===== src/hw/rtl/tdv_pkg.sv =====
`timescale 1ns / 1ps

package tdv_pkg;

	localparam int DistW = 15;
	localparam int SampleW = 16;
	localparam int CapW = 20;
	localparam int DenW = 16;
	localparam int NumW = DenW + CapW;
	localparam int StatW = 2;
	localparam int IdxW = 2;

	// Status codes
	localparam logic [StatW-1:0] ST_VALID = 2'd0;
	localparam logic [StatW-1:0] ST_SENSOR = 2'd1;
	localparam logic [StatW-1:0] ST_UNCAL = 2'd2;

	// Register indexes
	localparam logic [IdxW-1:0] REG_EMPTY = 2'd0;
	localparam logic [IdxW-1:0] REG_HALF = 2'd1;
	localparam logic [IdxW-1:0] REG_FULL = 2'd2;
	localparam logic [IdxW-1:0] REG_CAP = 2'd3;

	// Calibration set held at the top level
	typedef struct packed {
		logic [DistW-1:0] empty_lvl;
		logic [DistW-1:0] half_lvl;
		logic [DistW-1:0] full_lvl;
		logic [CapW-1:0]  capacity;
	} cal_t;

	// Multiplier operands and divisor for one request
	typedef struct packed {
		logic [DenW-1:0]  opa;
		logic [CapW-1:0]  opb;
		logic [DenW-1:0]  den;
		logic [StatW-1:0] status;
	} oper_t;

	// Division word handed from cell to cell: partial remainder, then the
	// dividend bits still to consume, which fill up with quotient bits
	typedef struct packed {
		logic [DenW-1:0]  rem;
		logic [CapW-1:0]  nq;
		logic [DenW-1:0]  den;
		logic [StatW-1:0] status;
	} div_t;

endpackage


===== src/hw/rtl/tdv_front.sv =====
`timescale 1ns / 1ps

module tdv_front (
	input  logic                                 clk,
	input  logic                                 arst_n,
	input  tdv_pkg::cal_t                        cal,
	input  logic                                 up_valid,
	output logic                                 up_ready,
	input  logic signed [tdv_pkg::SampleW-1:0]   sample,
	output logic                                 dn_valid,
	input  logic                                 dn_ready,
	output tdv_pkg::div_t                        dn_data
);

	logic [tdv_pkg::DistW-1:0] d;
	logic                      d_gt_h;
	tdv_pkg::oper_t            op;
	tdv_pkg::oper_t            op_s1;
	logic                      v_s1;
	logic                      v_s2;
	logic                      rdy_s1;
	logic                      rdy_s2;
	logic [tdv_pkg::NumW-1:0]  num;
	tdv_pkg::div_t             div_s2;

	assign d = sample[tdv_pkg::DistW-1:0];
	assign d_gt_h = d > cal.half_lvl;

	// Pick the segment and form multiplier operands and divisor; fixed
	// results go through as value times one over one
	always_comb begin
		op.opa = '0;
		op.opb = '0;
		op.den = tdv_pkg::DenW'(1);
		op.status = tdv_pkg::ST_VALID;
		if (sample[tdv_pkg::SampleW-1]) begin
			op.status = tdv_pkg::ST_SENSOR;
		end else if (cal.capacity == '0 || cal.empty_lvl == '0) begin
			op.status = tdv_pkg::ST_UNCAL;
		end else if (d >= cal.empty_lvl) begin
			op.opa = '0;
		end else if (d <= cal.full_lvl) begin
			op.opa = tdv_pkg::DenW'(1);
			op.opb = cal.capacity;
		end else if (d_gt_h) begin
			op.opa = tdv_pkg::DenW'(cal.empty_lvl - d);
			op.opb = cal.capacity;
			op.den = {cal.empty_lvl - cal.half_lvl, 1'b0};
		end else begin
			op.opa = tdv_pkg::DenW'({1'b0, cal.half_lvl - cal.full_lvl})
				+ tdv_pkg::DenW'({1'b0, cal.half_lvl - d});
			op.opb = cal.capacity;
			op.den = {cal.half_lvl - cal.full_lvl, 1'b0};
		end
	end

	assign rdy_s2 = !v_s2 || dn_ready;
	assign rdy_s1 = !v_s1 || rdy_s2;
	assign up_ready = rdy_s1;

	// Hold or advance the valid flags
	always_ff @(posedge clk or negedge arst_n) begin
		if (!arst_n) begin
			v_s1 <= 1'b0;
			v_s2 <= 1'b0;
		end else begin
			if (rdy_s1) v_s1 <= up_valid;
			if (rdy_s2) v_s2 <= v_s1;
		end
	end

	// Operand stage
	always_ff @(posedge clk) begin
		if (rdy_s1 && up_valid) op_s1 <= op;
	end

	assign num = op_s1.opa * op_s1.opb;

	// Product stage: top bits seed the remainder, always below the divisor
	always_ff @(posedge clk) begin
		if (rdy_s2 && v_s1) begin
			div_s2.rem <= num[tdv_pkg::NumW-1:tdv_pkg::CapW];
			div_s2.nq <= num[tdv_pkg::CapW-1:0];
			div_s2.den <= op_s1.den;
			div_s2.status <= op_s1.status;
		end
	end

	assign dn_valid = v_s2;
	assign dn_data = div_s2;

endmodule


===== src/hw/rtl/tdv_div_cell.sv =====
`timescale 1ns / 1ps

module tdv_div_cell (
	input  logic          clk,
	input  logic          arst_n,
	input  logic          up_valid,
	output logic          up_ready,
	input  tdv_pkg::div_t up_data,
	output logic          dn_valid,
	input  logic          dn_ready,
	output tdv_pkg::div_t dn_data
);

	logic [tdv_pkg::DenW:0]   trial;
	logic [tdv_pkg::DenW:0]   diff;
	logic                     ge;
	logic                     v_q;
	tdv_pkg::div_t            d_q;

	// One restoring step: bring down the next dividend bit, subtract if it fits
	assign trial = {up_data.rem, up_data.nq[tdv_pkg::CapW-1]};
	assign ge = trial >= {1'b0, up_data.den};
	assign diff = trial - {1'b0, up_data.den};

	assign up_ready = !v_q || dn_ready;

	always_ff @(posedge clk or negedge arst_n) begin
		if (!arst_n) begin
			v_q <= 1'b0;
		end else if (up_ready) begin
			v_q <= up_valid;
		end
	end

	always_ff @(posedge clk) begin
		if (up_ready && up_valid) begin
			d_q.rem <= ge ? diff[tdv_pkg::DenW-1:0] : trial[tdv_pkg::DenW-1:0];
			d_q.nq <= {up_data.nq[tdv_pkg::CapW-2:0], ge};
			d_q.den <= up_data.den;
			d_q.status <= up_data.status;
		end
	end

	assign dn_valid = v_q;
	assign dn_data = d_q;

endmodule


===== src/hw/rtl/tank_distance_to_volume.sv =====
`timescale 1ns / 1ps

// An accepted request passes operand select and multiply in the front, then
// 20 division cells, one quotient bit each, before its result reaches the outputs.
// Throughput: one request per cycle while out_stall does not back up the row;
// each cell stalls only when it is full and its neighbour downstream is stalled.
// Reset clears all valid flags and the calibration registers to zero.
module tank_distance_to_volume (
	input  logic                                clk,
	input  logic                                arst_n,
	input  logic                                cfg_we,
	input  logic [tdv_pkg::IdxW-1:0]            cfg_index,
	input  logic [tdv_pkg::CapW-1:0]            cfg_data,
	input  logic                                in_valid,
	output logic                                in_stall,
	input  logic signed [tdv_pkg::SampleW-1:0]  distance_sample,
	output logic                                out_valid,
	input  logic                                out_stall,
	output logic [tdv_pkg::CapW-1:0]            volume_out,
	output logic [tdv_pkg::StatW-1:0]           status_code
);

	localparam int Cells = tdv_pkg::CapW;

	tdv_pkg::cal_t cal_q;
	logic          front_ready;
	logic          cv [Cells+1];
	logic          cr [Cells+1];
	tdv_pkg::div_t cd [Cells+1];

	// Calibration registers
	always_ff @(posedge clk or negedge arst_n) begin
		if (!arst_n) begin
			cal_q <= '0;
		end else if (cfg_we) begin
			case (cfg_index)
				tdv_pkg::REG_EMPTY: cal_q.empty_lvl <= cfg_data[tdv_pkg::DistW-1:0];
				tdv_pkg::REG_HALF:  cal_q.half_lvl <= cfg_data[tdv_pkg::DistW-1:0];
				tdv_pkg::REG_FULL:  cal_q.full_lvl <= cfg_data[tdv_pkg::DistW-1:0];
				tdv_pkg::REG_CAP:   cal_q.capacity <= cfg_data;
				default: ;
			endcase
		end
	end

	tdv_front u_front (
		.clk      (clk),
		.arst_n   (arst_n),
		.cal      (cal_q),
		.up_valid (in_valid),
		.up_ready (front_ready),
		.sample   (distance_sample),
		.dn_valid (cv[0]),
		.dn_ready (cr[0]),
		.dn_data  (cd[0])
	);

	assign in_stall = !front_ready;

	// Row of division cells, one quotient bit each
	for (genvar k = 0; k < Cells; k++) begin : g_cell
		tdv_div_cell u_cell (
			.clk      (clk),
			.arst_n   (arst_n),
			.up_valid (cv[k]),
			.up_ready (cr[k]),
			.up_data  (cd[k]),
			.dn_valid (cv[k+1]),
			.dn_ready (cr[k+1]),
			.dn_data  (cd[k+1])
		);
	end

	assign cr[Cells] = !out_stall;
	assign out_valid = cv[Cells];
	assign volume_out = cd[Cells].nq;
	assign status_code = cd[Cells].status;

endmodule

===== config.mk =====
export PLATFORM = sky130hd
export DESIGN_NAME = tank_distance_to_volume
export DESIGN_NICKNAME = d
export VERILOG_FILES = /design/src/hw/rtl/tdv_pkg.sv /design/src/hw/rtl/tdv_front.sv /design/src/hw/rtl/tdv_div_cell.sv /design/src/hw/rtl/tank_distance_to_volume.sv
export SDC_FILE = /design/constraint.sdc
export NUM_CORES = 2
export LEC_CHECK = 0
export BUFFER_PORTS_ARGS = -buffer_cell sky130_fd_sc_hd__buf_2
export CAP_MARGIN = 20
export CORE_MARGIN = 8
export CORE_UTILIZATION = 30
export CTS_BUF_LIST = sky130_fd_sc_hd__clkbuf_4 sky130_fd_sc_hd__clkbuf_8
export CTS_CLUSTER_SIZE = 25
export DETAILED_ROUTE_END_ITERATION = 8
export GPL_TIMING_DRIVEN = 0
export PLACE_DENSITY = 0.45
export SETUP_SLACK_MARGIN = 0.02
export SLEW_MARGIN = 20
export SYNTH_ARGS = -nofsm -noshare
export SYNTH_HDL_FRONTEND = slang
export SYNTH_SLANG_ARGS = --single-unit

===== constraint.sdc =====
create_clock -name clk -period 16.8 [get_ports clk]
set_clock_uncertainty 0.15 [all_clocks]
set_input_delay 3.36 -clock clk [delete_from_list [all_inputs] [get_ports clk]]
set_output_delay 3.36 -clock clk [all_outputs]
set_load 0.03 [all_outputs]

=== Word-level counts from Yosys, hierarchy flattened ===
Index checks and enable logic that the tools add are counted.

* Word-level logic and storage cells: 264
* Input port bits: 43
* Output and inout bits: 24
* Register bits after elaboration: 1243

* $lt $le $gt $ge: 23
* Reduce and logical (&&, ||, !) cells: 78
* Eq/ne operators: 3
* Mux-type cells: 22
* Multiply operators: 1
* Add/subtract/negate cells: 24

{| class="wikitable"
|+ Operator list
! kind !! count
|-
| $ge A17 B16 Y1 || 20
|-
| $mux W16 || 19
|-
| $sub A16 B16 Y16 || 19
|-
| $mux W52 || 1
|-
| $sub A15 B15 Y15 || 3
|-
| $mul A16 B20 Y36 || 1
|-
| $logic_not A1 Y1 || 24
|-
| $logic_or A1 B1 Y1 || 23
|-
| $logic_and A1 B1 Y1 || 22
|-
| $mux W21 || 1
|-
| $logic_not A20 Y1 || 1
|-
| $add A15 B15 Y16 || 1
|-
| $sub A15 B15 Y16 || 1
|-
| $ge A15 B15 Y1 || 1
|-
| $gt A15 B15 Y1 || 1
|-
| $le A15 B15 Y1 || 1
|-
| $logic_not A15 Y1 || 1
|-
| $reduce_and A2 Y1 || 4
|-
| $eq A2 B2 Y1 const B || 2
|-
| $reduce_or A4 Y1 || 1
|-
| $reduce_or A3 Y1 || 1
|-
| $eq A2 B1 Y1 const B || 1
|-
| $logic_not A2 Y1 || 1
|-
| $mux W2 || 1
|}

=== Depth between registers and ports, before layout ===
* Word-level depth: 24
* Depth in mapped cells: 23
* Mapped depth without buffers: 22

=== Hierarchy ===
A second synthesis with hierarchy kept.

* Cells, all modules: 6426
* Area total of the unflattened synthesis: 77558.1 um^2

{| class="wikitable"
|+ By module, submodules not included
! module !! seq. area each (um^2) !! times used !! cells an instance !! area an instance (um^2)
|-
| tdv_div_cell (g_cell[10].u_cell ...) || 1646.6 || 17 || 217 || 2845.2
|-
| tdv_front || 3293.2 || 1 || 1958 || 18191.2
|-
| tdv_div_cell (g_cell[18].u_cell) || 1646.6 || 1 || 212 || 2877.8
|-
| tdv_div_cell (g_cell[0].u_cell) || 1646.6 || 1 || 216 || 2835.2
|-
| tdv_div_cell (g_cell[17].u_cell) || 1646.6 || 1 || 210 || 2830.2
|-
| tank_distance_to_volume || 1626.6 || 1 || 141 || 2454.9
|}

=== Worst setup path before layout ===
OpenSTA, ideal clock, no wires.

* Path kind: input port to flip-flop
* Start: input port out_stall
* End: register g_cell[8].u_cell.d_q, in the netlist g_cell[8].u_cell.dn_data[0], enable pin
* Data arrival time: 7.867 ns
* Buffers on the path: 0
* Path slack: 8.235 ns
* Stages on the path: 6
* Cell sequence: nand4_1 -> nor2_1 -> and2_1 -> nand2_1 -> nor2_1 -> a21boi_0

* Word-level cells in the longest chain between the ends: 14

{| class="wikitable"
|+ RTL lines
! what !! RTL line !! source
|-
| start, declared || tank_distance_to_volume.sv:18 || <nowiki>input logic out_stall,</nowiki>
|-
| $logic_not A1 Y1 || tank_distance_to_volume.sv:74 || <nowiki>assign cr[Cells] = !out_stall;</nowiki>
|-
| $logic_or A1 B1 Y1 (12 in a row) || tdv_div_cell.sv:25 || <nowiki>assign up_ready = !v_q || dn_ready;</nowiki>
|-
| $logic_and A1 B1 Y1 || tdv_div_cell.sv:36 || <nowiki>if (up_ready && up_valid) begin</nowiki>
|-
| end, declared || tdv_div_cell.sv:18 || <nowiki>tdv_pkg::div_t d_q;</nowiki>
|}

No other way between the ends.
A chain may end at the register's enable or synchronous reset.

=== Worst setup path after layout ===
* Start: input port out_stall
* End: output port in_stall

* Word-level cells in the longest chain between the ends: 24

{| class="wikitable"
|+ RTL lines
! what !! RTL line !! source
|-
| $logic_not A1 Y1 || tank_distance_to_volume.sv:74 ||
|-
| $logic_or A1 B1 Y1 (20 in a row) || tdv_div_cell.sv:25 ||
|-
| $logic_or A1 B1 Y1 || tdv_front.sv:57 || <nowiki>assign rdy_s2 = !v_s2 || dn_ready;</nowiki>
|-
| $logic_or A1 B1 Y1 || tdv_front.sv:58 || <nowiki>assign rdy_s1 = !v_s1 || rdy_s2;</nowiki>
|-
| $logic_not A1 Y1 || tank_distance_to_volume.sv:58 || <nowiki>assign in_stall = !front_ready;</nowiki>
|-
| end, declared || tank_distance_to_volume.sv:15 || <nowiki>output logic in_stall,</nowiki>
|}

No other way between the ends.

==> impl_metrics.tcl <==
set metrics [dict create \
    status "finished, final reports clean" \
    period_share 0.621 \
    worstSetupEndpointType "primary output" \
    synth_top_flop_cell "edfxtp_1" \
    critPathMaxFanout 5 \
    io_buffers 66 \
    fin_ws_ns 6.38 \
    cts_root_buffer "clkbuf_8" \
    routedWlPerCell_microns 18.2 \
    worstPathArrival_ns 6.91 \
    die_area_sq_um 259000 \
    final_antenna_net_count 0 \
    placed_cells 9196 \
    yosysTopAreaCell "edfxtp_1" \
    area_growth_pct 13.6 \
    slew_viol_final 0 \
    drive_gt1_frac 0.141 \
    relSlewSlack 0.209 \
    grt_pass1_vias 47100 \
    cts_tree "built" \
    grt_pass1_wl_mm 272 \
    io-pin-count 67 \
    antenna_found_initial 4 \
    postCtsHoldBufs 0 \
    dr.first_iter.drc_count 2351 \
    start_util 0.302 \
    numCtsBuffers 220 \
    synth_top_cell_area_share 0.477 \
    grt_setup_unrepaired "no" \
    place_hpwl_mm 137 \
    hold_class "register to register" \
    fin_util 0.343 \
    clock_latency_ns 0.99 \
    setup_viol 0 \
    path_clk_slew_ns 0.06 \
    async_flop_share 0.0700 \
    syn_inst 5915 \
    finalWeightedCongestion 0.851 \
    crit_type "primary input to primary output" \
    tns_ns 0 \
    drt-pass1-iter-count 5 \
    cp-start-kind "primary input" \
    fin_crit_ns 10.42 \
    grt.total_usage 0.134 \
    ctsResizeCount 0 \
    synth.area.top_cells "edfxtp_1, ha_1, fa_1" \
    pre_cts_slack_ns 6.44 \
    cp_data_required_time_ns 13.29 \
    synth-seq-area-share 0.507 \
    die-width_microns 508 \
    final_cell_mix "edfxtp_1, inv_1, ha_1" \
    chipHeight_microns 508 \
    ys_ff_latch 1243 \
    synthDistinctLibCells 77 \
    finalHoldViolCount 0 \
    grt_max_degree 55 \
    coreArea_sq_um 241000 \
    numClockSinks 1243 \
    final_common_cell "edfxtp_1" \
    p_leak_nw 33.5 \
    peakVddDrop_v 0.000144 \
    synth.cell_area_sq_um 72700 \
    power_density_nw_per_um2 193 \
    drc 0 \
    cts_setup_buffers 0 \
    fp-row-count 180 \
    vias_per_cell 4.69 \
    finalNonFillerCells 9613 \
    drt-total-wl_mm 175 \
    nets 7066 \
    cts_buffer_depth 3 \
    vias 45100 \
    fmax_mhz 95.9 \
    syn-num-nets 6748 \
    grt-ovfl-total 0 \
    yosysWarningCount 0 \
    synth_edf_count 1156 \
    cts.htree.levels 4 \
    cap_violations 0 \
    synth.avg_cell_area_sq_um 12.3 \
    worst_slew_pin_slew_ns 1.18 \
]
## final timing paths
check	from	end	slack (ns)	cells after the start
worst max-delay path	out_stall	in_stall	6.38	10
worst min-delay path	g_cell[3].u_cell.dn_data[20]$_DFFE_PP_	g_cell[4].u_cell.dn_data[21]$_DFFE_PP_	0.19	0
worst max register to register	u_front.op_s1[19]$_SDFFCE_PP0P_	u_front.dn_data[48]$_DFFE_PP_	8.91	20
worst min register to register	g_cell[3].u_cell.dn_data[20]$_DFFE_PP_	g_cell[4].u_cell.dn_data[21]$_DFFE_PP_	0.19	0
max in group asynchronous	arst_n	cal_q[47]$_DFFE_PN0P_	13.69	2
min in group asynchronous	arst_n	g_cell[3].u_cell.dn_valid$_DFFE_PN0P_	2.19	1
## worst max-delay path: stages
cell	delay, ns
buf_2	0.14
nand4_1	0.23
nor2_1	0.41
nand2_1	0.26
nor4_2	0.93
nand3_1	0.25
nor2_1	0.41
nand4_1	0.53
inv_1	0.15
buf_2	0.21
## cell type report
class	count	area (sq um)
Tap cell	3185	3990
Fill cell	23800	158000
Sequential cell	1243	36900
Clock inverter	126	1150
Antenna cell	6	15.0
Multi-Input combinational cell	3783	32500
Buffer	135	708
Clock buffer	285	3550
Inverter	754	2830
Timing Repair Buffer	96	1040
## where the power goes
part | internal [mW] | switching (mW) | total [mW] | leakage, nW
clock | 1.57 | 1.37 | 2.94 | 2.46
sequential | 4.61 | 0.448 | 5.06 | 12.3
combinational | 3.59 | 4.40 | 7.99 | 18.7
## cell usage after synthesis, types with 65 or more instances
cell type / n
edfxtp_1: 1156
inv_1: 753
ha_1: 516
nand2_1: 297
fa_1: 274
a21oi_1: 273
nor2_1: 250
mux2_2: 222
and2_1: 201
xnor2_1: 177
nor3_1: 166
o21ai_0: 152
o21a_1: 118
nor2b_1: 96
nand4_1: 89
dfrtp_1: 87
clkbuf_1: 81
a21o_1: 73
mux2i_1: 67
xor2_1: 65
## routing by layer
layer	share of wire	track usage	up-vias
li1	-	-	22000
met1	0.44	0.165	22000
met2	0.49	0.235	809
met3	0.040	0.0238	314
met4	0.033	0.0458	0
met5	0	0	-
## logic make-up (layout without fill, tap and decap cells)
family | count (synthesis) | count (layout) | synth area share
XOR/XNOR | 242 | 242 | 0.0291
flip-flops | 1243 | 1243 | 0.507
buffers and inverters | 889 | 1396 | 0.0486
other | 0 | 6 | 0
adder cells (fa/ha/maj) | 790 | 790 | 0.164
AND/OR/NAND/NOR | 1416 | 1416 | 0.100
multiplexers | 349 | 349 | 0.0560
AO/OA/AOI/OAI | 986 | 986 | 0.0950
## per-stage QoR
step           hold WS [ns]  instance area, sq um  total power, mW
5_1_grt               0.187                 82600             17.3
2_1_floorplan         0.250                 72700             11.0
3_3_place_gp          0.251                 77100             13.1
4_1_cts               0.176                 82600             16.2
6_report              0.187                 82600             16.0
3_5_place_dp          0.255                 77900             13.1
## sequential cells by signal, indices dropped and copies added, names as in the netlist
register / count
g_cell.u_cell.dn_valid: 20
u_front.op_s1: 54
g_cell.u_cell.dn_data: 1048
u_front.v_s1: 1
u_front.dn_valid: 1
cal_q: 65
u_front.dn_data: 54
(Power assumes the default switching activity.)
